### src/rtl/hchd_pkg.sv
// Shared constants for the chunked body decoder.
package hchd_pkg;

   localparam int SIZE_WIDTH = 32;
   localparam int NIBBLE_WIDTH = 4;
   localparam int LINE_WIDTH = 8;
   localparam logic [7:0] HEADER_LIMIT_RESET = 8'd80;

   localparam logic [7:0] CHAR_CR = 8'h0D;
   localparam logic [7:0] CHAR_LF = 8'h0A;

   typedef enum logic [2:0] {
      STATUS_SIZE  = 3'd0,
      STATUS_DATA  = 3'd1,
      STATUS_TERM  = 3'd2,
      STATUS_TRAIL = 3'd3,
      STATUS_DONE  = 3'd4,
      STATUS_ERROR = 3'd5
   } status_type;

endpackage

### src/rtl/hchd_if.sv
// Item channels of the chunked body decoder: input bytes, results and register writes.
interface hchd_req_if;
   logic       valid;
   logic       ready;
   logic [7:0] in_byte;

   modport source (output valid, output in_byte, input ready);
   modport sink (input valid, input in_byte, output ready);
endinterface

interface hchd_rsp_if;
   logic       valid;
   logic       ready;
   logic [7:0] out_byte;
   logic       payload_valid;
   logic [2:0] status;
   logic       message_end;

   modport source (output valid, output out_byte, output payload_valid, output status,
                   output message_end, input ready);
   modport sink (input valid, input out_byte, input payload_valid, input status,
                 input message_end, output ready);
endinterface

interface hchd_csr_if;
   logic       valid;
   logic       ready;
   logic [7:0] header_limit;

   modport source (output valid, output header_limit, input ready);
   modport sink (input valid, input header_limit, output ready);
endinterface

### src/rtl/http_chunked_decoder.sv
// Chunked body decoder: one byte per item, status and payload flag per byte.
// Latency: a result is shown the cycle after its byte is accepted.
// Throughput: one byte per cycle; the phase register and the length counter update in one pass.
// A held result stalls input; a new byte is taken in the cycle the held result is read out.
// Reset (synchronous, active high) returns to the size line, clears all counters,
// sets header_limit to 80 and drops rsp.valid.
module http_chunked_decoder (
   input  logic             clock,
   input  logic             reset,
   hchd_req_if.sink         req,
   hchd_rsp_if.source       rsp,
   hchd_csr_if.sink         csr
);

   localparam int W = hchd_pkg::SIZE_WIDTH;
   localparam int NW = hchd_pkg::NIBBLE_WIDTH;

   typedef enum logic [2:0] {
      PH_SIZE  = 3'd0,
      PH_DATA  = 3'd1,
      PH_TERM  = 3'd2,
      PH_TRAIL = 3'd3,
      PH_DONE  = 3'd4,
      PH_ERR   = 3'd5
   } phase_type;

   phase_type                         phase_ff, phase_in;
   logic [W-1:0]                      chunk_ff, chunk_in;
   logic [hchd_pkg::LINE_WIDTH-1:0]   line_count_ff, line_count_in;
   logic                              digits_ended_ff, digits_ended_in;
   logic                              cr_seen_ff, cr_seen_in;
   logic                              term_count_ff, term_count_in;
   logic                              at_line_start_ff, at_line_start_in;
   logic [7:0]                        header_limit_ff;

   logic                              rsp_valid_ff;
   logic [7:0]                        out_byte_ff;
   logic                              payload_ff, payload_in;
   hchd_pkg::status_type              status_ff, status_in;
   logic                              mend_ff, mend_in;

   logic                              req_ready;
   logic                              accept;
   logic [7:0]                        b;
   logic                              hex_ok;
   logic [NW-1:0]                     hex_val;
   logic                              line_done;

   assign req_ready = ~rsp_valid_ff | rsp.ready;
   assign req.ready = req_ready;
   assign accept = req.valid & req_ready;
   assign b = req.in_byte;
   assign csr.ready = 1'b1;

   always_comb begin
      hex_ok = 1'b1;
      hex_val = '0;
      if (b >= 8'h30 && b <= 8'h39) begin
         hex_val = NW'(b - 8'h30);
      end else if (b >= 8'h61 && b <= 8'h66) begin
         hex_val = NW'(b - 8'h57);
      end else if (b >= 8'h41 && b <= 8'h46) begin
         hex_val = NW'(b - 8'h37);
      end else begin
         hex_ok = 1'b0;
      end
   end

   assign line_done = (b == hchd_pkg::CHAR_LF) && cr_seen_ff;

   always_comb begin
      phase_in = phase_ff;
      chunk_in = chunk_ff;
      line_count_in = line_count_ff;
      digits_ended_in = digits_ended_ff;
      cr_seen_in = cr_seen_ff;
      term_count_in = term_count_ff;
      at_line_start_in = at_line_start_ff;
      payload_in = 1'b0;
      status_in = hchd_pkg::STATUS_SIZE;
      mend_in = 1'b0;
      case (phase_ff)
         PH_SIZE: begin
            status_in = hchd_pkg::STATUS_SIZE;
            if (!digits_ended_ff && hex_ok) begin
               if (|chunk_ff[W-1:W-NW]) begin
                  chunk_in = '1;
               end else begin
                  chunk_in = {chunk_ff[W-NW-1:0], hex_val};
               end
            end else begin
               digits_ended_in = 1'b1;
            end
            cr_seen_in = (b == hchd_pkg::CHAR_CR);
            line_count_in = line_count_ff + 1'b1;
            if (line_done) begin
               line_count_in = '0;
               digits_ended_in = 1'b0;
               cr_seen_in = 1'b0;
               if (chunk_in == '0) begin
                  phase_in = PH_TRAIL;
                  at_line_start_in = 1'b1;
               end else begin
                  phase_in = PH_DATA;
               end
            end else if (line_count_in >= header_limit_ff) begin
               phase_in = PH_ERR;
               status_in = hchd_pkg::STATUS_ERROR;
            end
         end
         PH_DATA: begin
            status_in = hchd_pkg::STATUS_DATA;
            payload_in = 1'b1;
            chunk_in = chunk_ff - 1'b1;
            if (chunk_in == '0) begin
               phase_in = PH_TERM;
               term_count_in = 1'b0;
            end
         end
         PH_TERM: begin
            status_in = hchd_pkg::STATUS_TERM;
            if (term_count_ff) begin
               term_count_in = 1'b0;
               phase_in = PH_SIZE;
               line_count_in = '0;
               digits_ended_in = 1'b0;
               cr_seen_in = 1'b0;
               chunk_in = '0;
            end else begin
               term_count_in = 1'b1;
            end
         end
         PH_TRAIL: begin
            status_in = hchd_pkg::STATUS_TRAIL;
            if (b == hchd_pkg::CHAR_CR) begin
               if (cr_seen_ff) begin
                  at_line_start_in = 1'b0;
               end
               cr_seen_in = 1'b1;
            end else if (line_done) begin
               cr_seen_in = 1'b0;
               if (at_line_start_ff) begin
                  mend_in = 1'b1;
                  phase_in = PH_DONE;
                  at_line_start_in = 1'b0;
               end else begin
                  at_line_start_in = 1'b1;
               end
            end else begin
               cr_seen_in = 1'b0;
               at_line_start_in = 1'b0;
            end
         end
         PH_DONE: begin
            status_in = hchd_pkg::STATUS_DONE;
         end
         default: begin
            phase_in = PH_ERR;
            status_in = hchd_pkg::STATUS_ERROR;
         end
      endcase
   end

   always_ff @(posedge clock) begin
      if (reset) begin
         phase_ff <= PH_SIZE;
         chunk_ff <= '0;
         line_count_ff <= '0;
         digits_ended_ff <= 1'b0;
         cr_seen_ff <= 1'b0;
         term_count_ff <= 1'b0;
         at_line_start_ff <= 1'b0;
         header_limit_ff <= hchd_pkg::HEADER_LIMIT_RESET;
         rsp_valid_ff <= 1'b0;
      end else begin
         if (csr.valid) begin
            header_limit_ff <= csr.header_limit;
         end
         if (accept) begin
            phase_ff <= phase_in;
            chunk_ff <= chunk_in;
            line_count_ff <= line_count_in;
            digits_ended_ff <= digits_ended_in;
            cr_seen_ff <= cr_seen_in;
            term_count_ff <= term_count_in;
            at_line_start_ff <= at_line_start_in;
            rsp_valid_ff <= 1'b1;
         end else if (rsp.ready) begin
            rsp_valid_ff <= 1'b0;
         end
      end
   end

   always_ff @(posedge clock) begin
      if (accept) begin
         out_byte_ff <= b;
         payload_ff <= payload_in;
         status_ff <= status_in;
         mend_ff <= mend_in;
      end
   end

   assign rsp.valid = rsp_valid_ff;
   assign rsp.out_byte = out_byte_ff;
   assign rsp.payload_valid = payload_ff;
   assign rsp.status = status_ff;
   assign rsp.message_end = mend_ff;

   a_reset_drops_valid: assert property (@(posedge clock) reset |=> !rsp_valid_ff)
      else $error("result valid after reset");

   a_error_sticky: assert property (@(posedge clock) disable iff (reset)
      phase_ff == PH_ERR |=> phase_ff == PH_ERR)
      else $error("error phase left without reset");

   a_data_nonzero: assert property (@(posedge clock) disable iff (reset)
      phase_ff == PH_DATA |-> chunk_ff != '0)
      else $error("data phase with zero remaining length");

   a_payload_is_data: assert property (@(posedge clock) disable iff (reset)
      rsp_valid_ff |-> payload_ff == (status_ff == hchd_pkg::STATUS_DATA))
      else $error("payload flag disagrees with status");

   a_end_in_trailer: assert property (@(posedge clock) disable iff (reset)
      (rsp_valid_ff && mend_ff) |-> (status_ff == hchd_pkg::STATUS_TRAIL && phase_ff == PH_DONE))
      else $error("message end outside trailer");

endmodule
### src/flat_wrapper.sv
// flat-port wrapper written by rule: the top's interface ports become plain ports
module http_chunked_decoder_flat 
  (clock, reset, req_valid, req_in_byte, req_ready, rsp_valid, rsp_out_byte, rsp_payload_valid, rsp_status, rsp_message_end, rsp_ready, csr_valid, csr_header_limit, csr_ready);
  hchd_req_if req_i ();
  hchd_rsp_if rsp_i ();
  hchd_csr_if csr_i ();
  input  logic clock;
  input  logic reset;
  input wire logic [$bits(req_i.valid)-1:0] req_valid;
  input wire logic [$bits(req_i.in_byte)-1:0] req_in_byte;
  output wire logic [$bits(req_i.ready)-1:0] req_ready;
  output wire logic [$bits(rsp_i.valid)-1:0] rsp_valid;
  output wire logic [$bits(rsp_i.out_byte)-1:0] rsp_out_byte;
  output wire logic [$bits(rsp_i.payload_valid)-1:0] rsp_payload_valid;
  output wire logic [$bits(rsp_i.status)-1:0] rsp_status;
  output wire logic [$bits(rsp_i.message_end)-1:0] rsp_message_end;
  input wire logic [$bits(rsp_i.ready)-1:0] rsp_ready;
  input wire logic [$bits(csr_i.valid)-1:0] csr_valid;
  input wire logic [$bits(csr_i.header_limit)-1:0] csr_header_limit;
  output wire logic [$bits(csr_i.ready)-1:0] csr_ready;
  assign req_i.valid = req_valid;
  assign req_i.in_byte = req_in_byte;
  assign req_ready = req_i.ready;
  assign rsp_valid = rsp_i.valid;
  assign rsp_out_byte = rsp_i.out_byte;
  assign rsp_payload_valid = rsp_i.payload_valid;
  assign rsp_status = rsp_i.status;
  assign rsp_message_end = rsp_i.message_end;
  assign rsp_i.ready = rsp_ready;
  assign csr_i.valid = csr_valid;
  assign csr_i.header_limit = csr_header_limit;
  assign csr_ready = csr_i.ready;
  http_chunked_decoder u_core (.clock(clock), .reset(reset), .req(req_i), .rsp(rsp_i), .csr(csr_i));
endmodule
### config.mk
export PLATFORM = sky130hd
export DESIGN_NAME = http_chunked_decoder_flat
export DESIGN_NICKNAME = d
export VERILOG_FILES = /design/src/rtl/hchd_pkg.sv /design/src/rtl/hchd_if.sv /design/src/rtl/http_chunked_decoder.sv /design/src/flat_wrapper.sv
export SDC_FILE = /design/constraint.sdc
export NUM_CORES = 1
export LEC_CHECK = 0
export BUFFER_PORTS_ARGS = -buffer_cell sky130_fd_sc_hd__buf_4
export CORE_ASPECT_RATIO = 2
export CORE_MARGIN = 5
export CORE_UTILIZATION = 30
export CTS_CLUSTER_SIZE = 40
export DETAILED_ROUTE_END_ITERATION = 6
export PLACE_DENSITY = 0.52
export SETUP_SLACK_MARGIN = 0.3
export SLEW_MARGIN = 5
export SYNTH_ARGS = -nofsm -noshare
export SYNTH_HDL_FRONTEND = slang
export SYNTH_SLANG_ARGS = --single-unit
### constraint.sdc
create_clock -name clock -period 3.05 [get_ports clock]
set_clock_uncertainty 0.05 [all_clocks]
set_input_delay 0.61 -clock clock [delete_from_list [all_inputs] [get_ports clock]]
set_output_delay 0.61 -clock clock [all_outputs]
set_load 0.02 [all_outputs]
* Word-level counts from Yosys, hierarchy flattened *
Index checks and enable logic that the tools add are counted.

cells by class
  add/sub/neg operators = 5
  $lt $le $gt $ge = 7
  equal/unequal tests = 16
  muxes and demuxes = 47
  bitwise gates (word level) = 6
  reduce and logical (&&, ||, !) cells = 24

operator list
  cell                     count
  $mux W32                 4
  $pmux W32 S3             1
  $logic_not A32 Y1        2
  $sub A32 B1 Y32 const B  1
  $pmux W3 S5              2
  $mux W3                  9
  $mux W1                  20
  $eq A8 B4 Y1 const B     2
  $ge A8 B7 Y1 const B     2
  $le A8 B7 Y1 const B     2
  $mux W8                  2
  $pmux W8 S2              1
  $mux W4                  3
  $ne A2 B1 Y1 const B     6
  $reduce_and A3 Y1        4
  $add A8 B1 Y8 const B    1
  $ge A8 B6 Y1 const B     1
  $ge A8 B8 Y1             1
  $le A8 B6 Y1 const B     1
  $reduce_and A8 Y1        1
  $reduce_bool A2 Y1       4
  $sub A4 B3 Y4 const B    2
  $eq A3 B2 Y1 const B     2
  $ne A3 B2 Y1 const B     2
  19 further kinds         29

storage, ports and cells
  flip-flop bits (word level) = 69
  input port bits = 21
  output and inout port bits = 16
  word-level logic and storage cells = 118

* Depth between registers and ports, before layout *
  word-level depth = 12
  gate-level depth with buffers = 12
  depth with buffers taken out = 12

* Worst setup path before layout *
OpenSTA, ideal clock, no wires.

  path type = reg-to-reg
  start = register u_core.chunk_ff[0]
  end = register u_core.term_count_ff
  library setup time = 120 ps
  arrival = 2792 ps
  data required time = 2880 ps
  path slack = 88 ps
  stages on the path, launching flop included = 11
  path buffers = 1
  period minus slack after synthesis = 2962 ps
  cells stage by stage = dfxtp_1 -> clkbuf_1 -> inv_1 -> ha_1 -> nor4b_2 -> nand3_1 -> or4_4 -> a21o_1 -> nor4_4 -> a41oi_1 -> a211o_1

on the way
  cells in the longest elaborated chain, start to end = 4

ends and longest elaborated chain
  element                      RTL line                     text
  start, declared              http_chunked_decoder.sv:28   logic [W-1:0] chunk_ff, chunk_in;
  start signal, assigned       http_chunked_decoder.sv:181  chunk_ff <= chunk_in;
  $sub A32 B1 Y32              http_chunked_decoder.sv:114  chunk_in = chunk_ff - 1'b1;
  $logic_not A32 Y1            http_chunked_decoder.sv:115  if (chunk_in == '0) begin
  $ne A2 B1 Y1 (no line)       --
  $reduce_and A3 Y1 (no line)  --
  end signal, assigned         http_chunked_decoder.sv:185  term_count_ff <= term_count_in;
  end, declared                http_chunked_decoder.sv:32   logic term_count_ff, term_count_in;

No other way between the ends.
A chain may end at the register's enable or synchronous reset.

* Worst setup path after layout *
  start = register u_core.chunk_ff[13]
  end = register u_core.term_count_ff

The elaborated chain is that of the path after synthesis.

==> impl_metrics.toml <==
[clock_network]
cts_tree = "built"
cts_buffers = 9
root_buffer = "clkbuf_16"
cts_buffer_depth = 2
cts_sinks = 69
cts_hold_buf = 0
ctsHtreeMaxLevel = 3
clk_pin_slew_worst_paths_ps = 60
insertion_delay_ps = 350

[sta]
finalSetupTns_ps = 0
drv_slew = 0
rsz0062_at_grt = "yes"
fmax_mhz = 351
slew_headroom_pct = 59.1
final_hold_viol_count = 0
setup_violations = 0
min_period_over_period_pct = 93.3
period_needed_ps = 2850
whs_ps = 422
tightest_slew_ps = 610

[power]
vdd_drop_max_uv = 303
p_leak_nw = 2.25
p_per_area_mw_per_mm2 = 836

[setup_path]
crit_required_ps = 3240
crit_arrival_ps = 3040
cpLargestDelayFamily = "simple AND/OR/NAND/NOR gates"
crit_chain = "or4_4 -> or3_4 -> or4_4 -> a21o_1 -> nor4_4 -> buf_4 -> a41oi_2 -> a211o_1"
worstPathMaxFanout = 3
crit_top_cell = "or4_4"
regToRegSetupSlack_ps = 200
cpPeakStageDelay_ps = 530
cp-startpoint = "u_core.chunk_ff[13]"
critPathSlowestCell = "or4_4"
path_class = "reg2reg"
r2r_start = "u_core.chunk_ff[13]"
endpoint_kind = "register"
start_kind = "register"
cp_num_buf_inv = 1

[placed_design]
gp_congestion = 0.895
place_hpwl_mm = 12.2
portBuffers = 35

[floorplanning]
die_h_um = 189
core_mm2 = 0.0158
dieArea_mm2 = 0.0188
io_pins = 37
dieWidth_um = 99.5
start_util_pct = 30.5
rows = 65

[hold_path]
min_from = "req_in_byte[6]"
hold_class = "in2reg"

[yosys]
syn_nets = 682
async_flop_share_pct = 0
seq_area_frac_synth_pct = 31.4
synthCells = 646
synth_edf_count = 13
synthesis.area_mm2 = 0.00481
ys_warn_count = 0
synthFlopType = "dfxtp_1"
synth_seq_cells = 69
ys_types = 60
avgSynthCellArea_um2 = 7.45

[cells_and_area]
nNetsFinal = 731
final_cell_mix = "buf_4, a21oi_1, nand2_1, dfxtp_1, nor2_1"
post-route-util_pct = 37.9
multi_input_area_mm2 = 0.00311
final_common_cell = "buf_4"
diodes = 0
seq_area_mm2 = 0.00152
syn_to_final_growth_pct = 24.4
n_fill_cell = 1691
drive_gt1_share_pct = 20.6

[routing]
routedWlPerCell_um = 19.1
firstDrtPassIters = 5
drtIter0Drc = 439
antenna_left = 0
via_count = 5298
drc = 0
via_per_inst = 5.88
wirelength_mm = 17.2

[global_route]
grt_max_degree = 47
grt_use_total_pct = 18.3
antenna_found_initial = 0
grt_pass1_vias = 5320
grt_pass1_wl_mm = 27.2
overflow = 0

[status]
status = "finished, final reports clean"

[flow_run]
maxCapViolCount = 0
[worst register-to-register path, cell delays in order (launching register included)]
cell and delay, ps:
dfxtp_2 320, or4_4 530, or3_4 340, or4_4 430
a21o_1 200, nor4_4 360, buf_4 170, a41oi_2 100
a211o_1 240
[stage by stage]
stage               total power [W]  setup WS (ps)  instances  area (um2)
CTS                         0.00493            288        900        5900
floorplan                   0.00293            227        646        4830
finish                      0.00500            203        901        5980
detailed placement          0.00388           46.4        876        5530
global route                0.00533            140        901        5980
global placement            0.00385           68.0        876        5530
[registers in the layout (all words and copies together), names as in the netlist]
register	count
u_core.chunk_ff	32
u_core.phase_ff	3
u_core.digits_ended_ff	1
u_core.cr_seen_ff	1
u_core.rsp.message_end	1
u_core.rsp.valid	1
u_core.term_count_ff	1
u_core.line_count_ff	8
u_core.at_line_start_ff	1
u_core.rsp.status	3
u_core.rsp.payload_valid	1
u_core.rsp.out_byte	8
u_core.header_limit_ff	8
[layer usage]
layer	wire length [um]	track usage, %	part of all wire (%)	up-vias
li1	-	-	-	2498
met1	5940	18.0	34	2551
met2	9700	34.6	56	192
met3	703	2.58	4.1	57
met4	884	11.6	5.1	0
met5	0	0	0	-
[timing repair]
action,4_1_cts,5_1_grt
hold endpoints to repair,0,0
pin swaps,12,6
resized for setup,12,15
setup endpoints to repair,4,7
buffers inserted,8,1
[where the power goes]
group	switching, W	internal (W)	total (W)
clock	0.000421	0.000549	0.000969
sequential	0.000144	0.00106	0.00121
combinational	0.00176	0.00107	0.00283
[cells by family after synthesis]
| logic type | synth area share [%] |
|---|---|
| xor gates and xnor gates | 2.37 |
| adders and majority gates | 3.90 |
| and+or+nand+nor | 30.4 |
| AOI/OAI and AO/OA | 23.6 |
| muxes | 1.46 |
| other | 0.0780 |
| buffers and inverters | 6.74 |
| DFF | 31.4 |
[cell usage after synthesis (all sizes together), types with 5 or more instances]
master / number / area [um2]
o21ai: 57 / 285
a211oi: 10 / 75.1
nand3: 12 / 60.1
dfxtp: 56 / 1120
nor2: 48 / 180
and3: 7 / 43.8
nand4: 13 / 81.3
a21oi: 65 / 325
mux2i: 7 / 70.1
a21o: 5 / 37.5
a22oi: 11 / 82.6
nor2b: 9 / 56.3
xor2: 6 / 52.6
xnor2: 7 / 61.3
clkbuf: 54 / 203
nor4b: 5 / 50.0
nand2: 53 / 199
or3: 8 / 55.1
nand2b: 7 / 43.8
inv: 25 / 93.8
o211ai: 6 / 45.0
or4: 10 / 86.3
nor3: 46 / 230
ha: 15 / 188
nor4: 40 / 287
edfxtp: 13 / 390
[worst paths after layout]
| path | endpoint | cells after the start |
|---|---|---|
| hold reg to reg | u_core.header_limit_ff[2] | 2 |
| hold / removal | u_core.rsp.out_byte[6] | 1 |
| setup / recovery | u_core.term_count_ff | 8 |
| setup reg to reg | u_core.term_count_ff | 8 |
[layout make-up]
cell class | count | share of cell area [%]
Multi-Input combinational cell | 494 | 51.9
Timing Repair Buffer | 96 | 12.5
Clock buffer | 10 | 3.83
Sequential cell | 69 | 25.3
Tap cell | 201 | 4.20
Inverter | 25 | 1.57
Clock inverter | 6 | 0.648
Power figures use the tool's default switching activity.
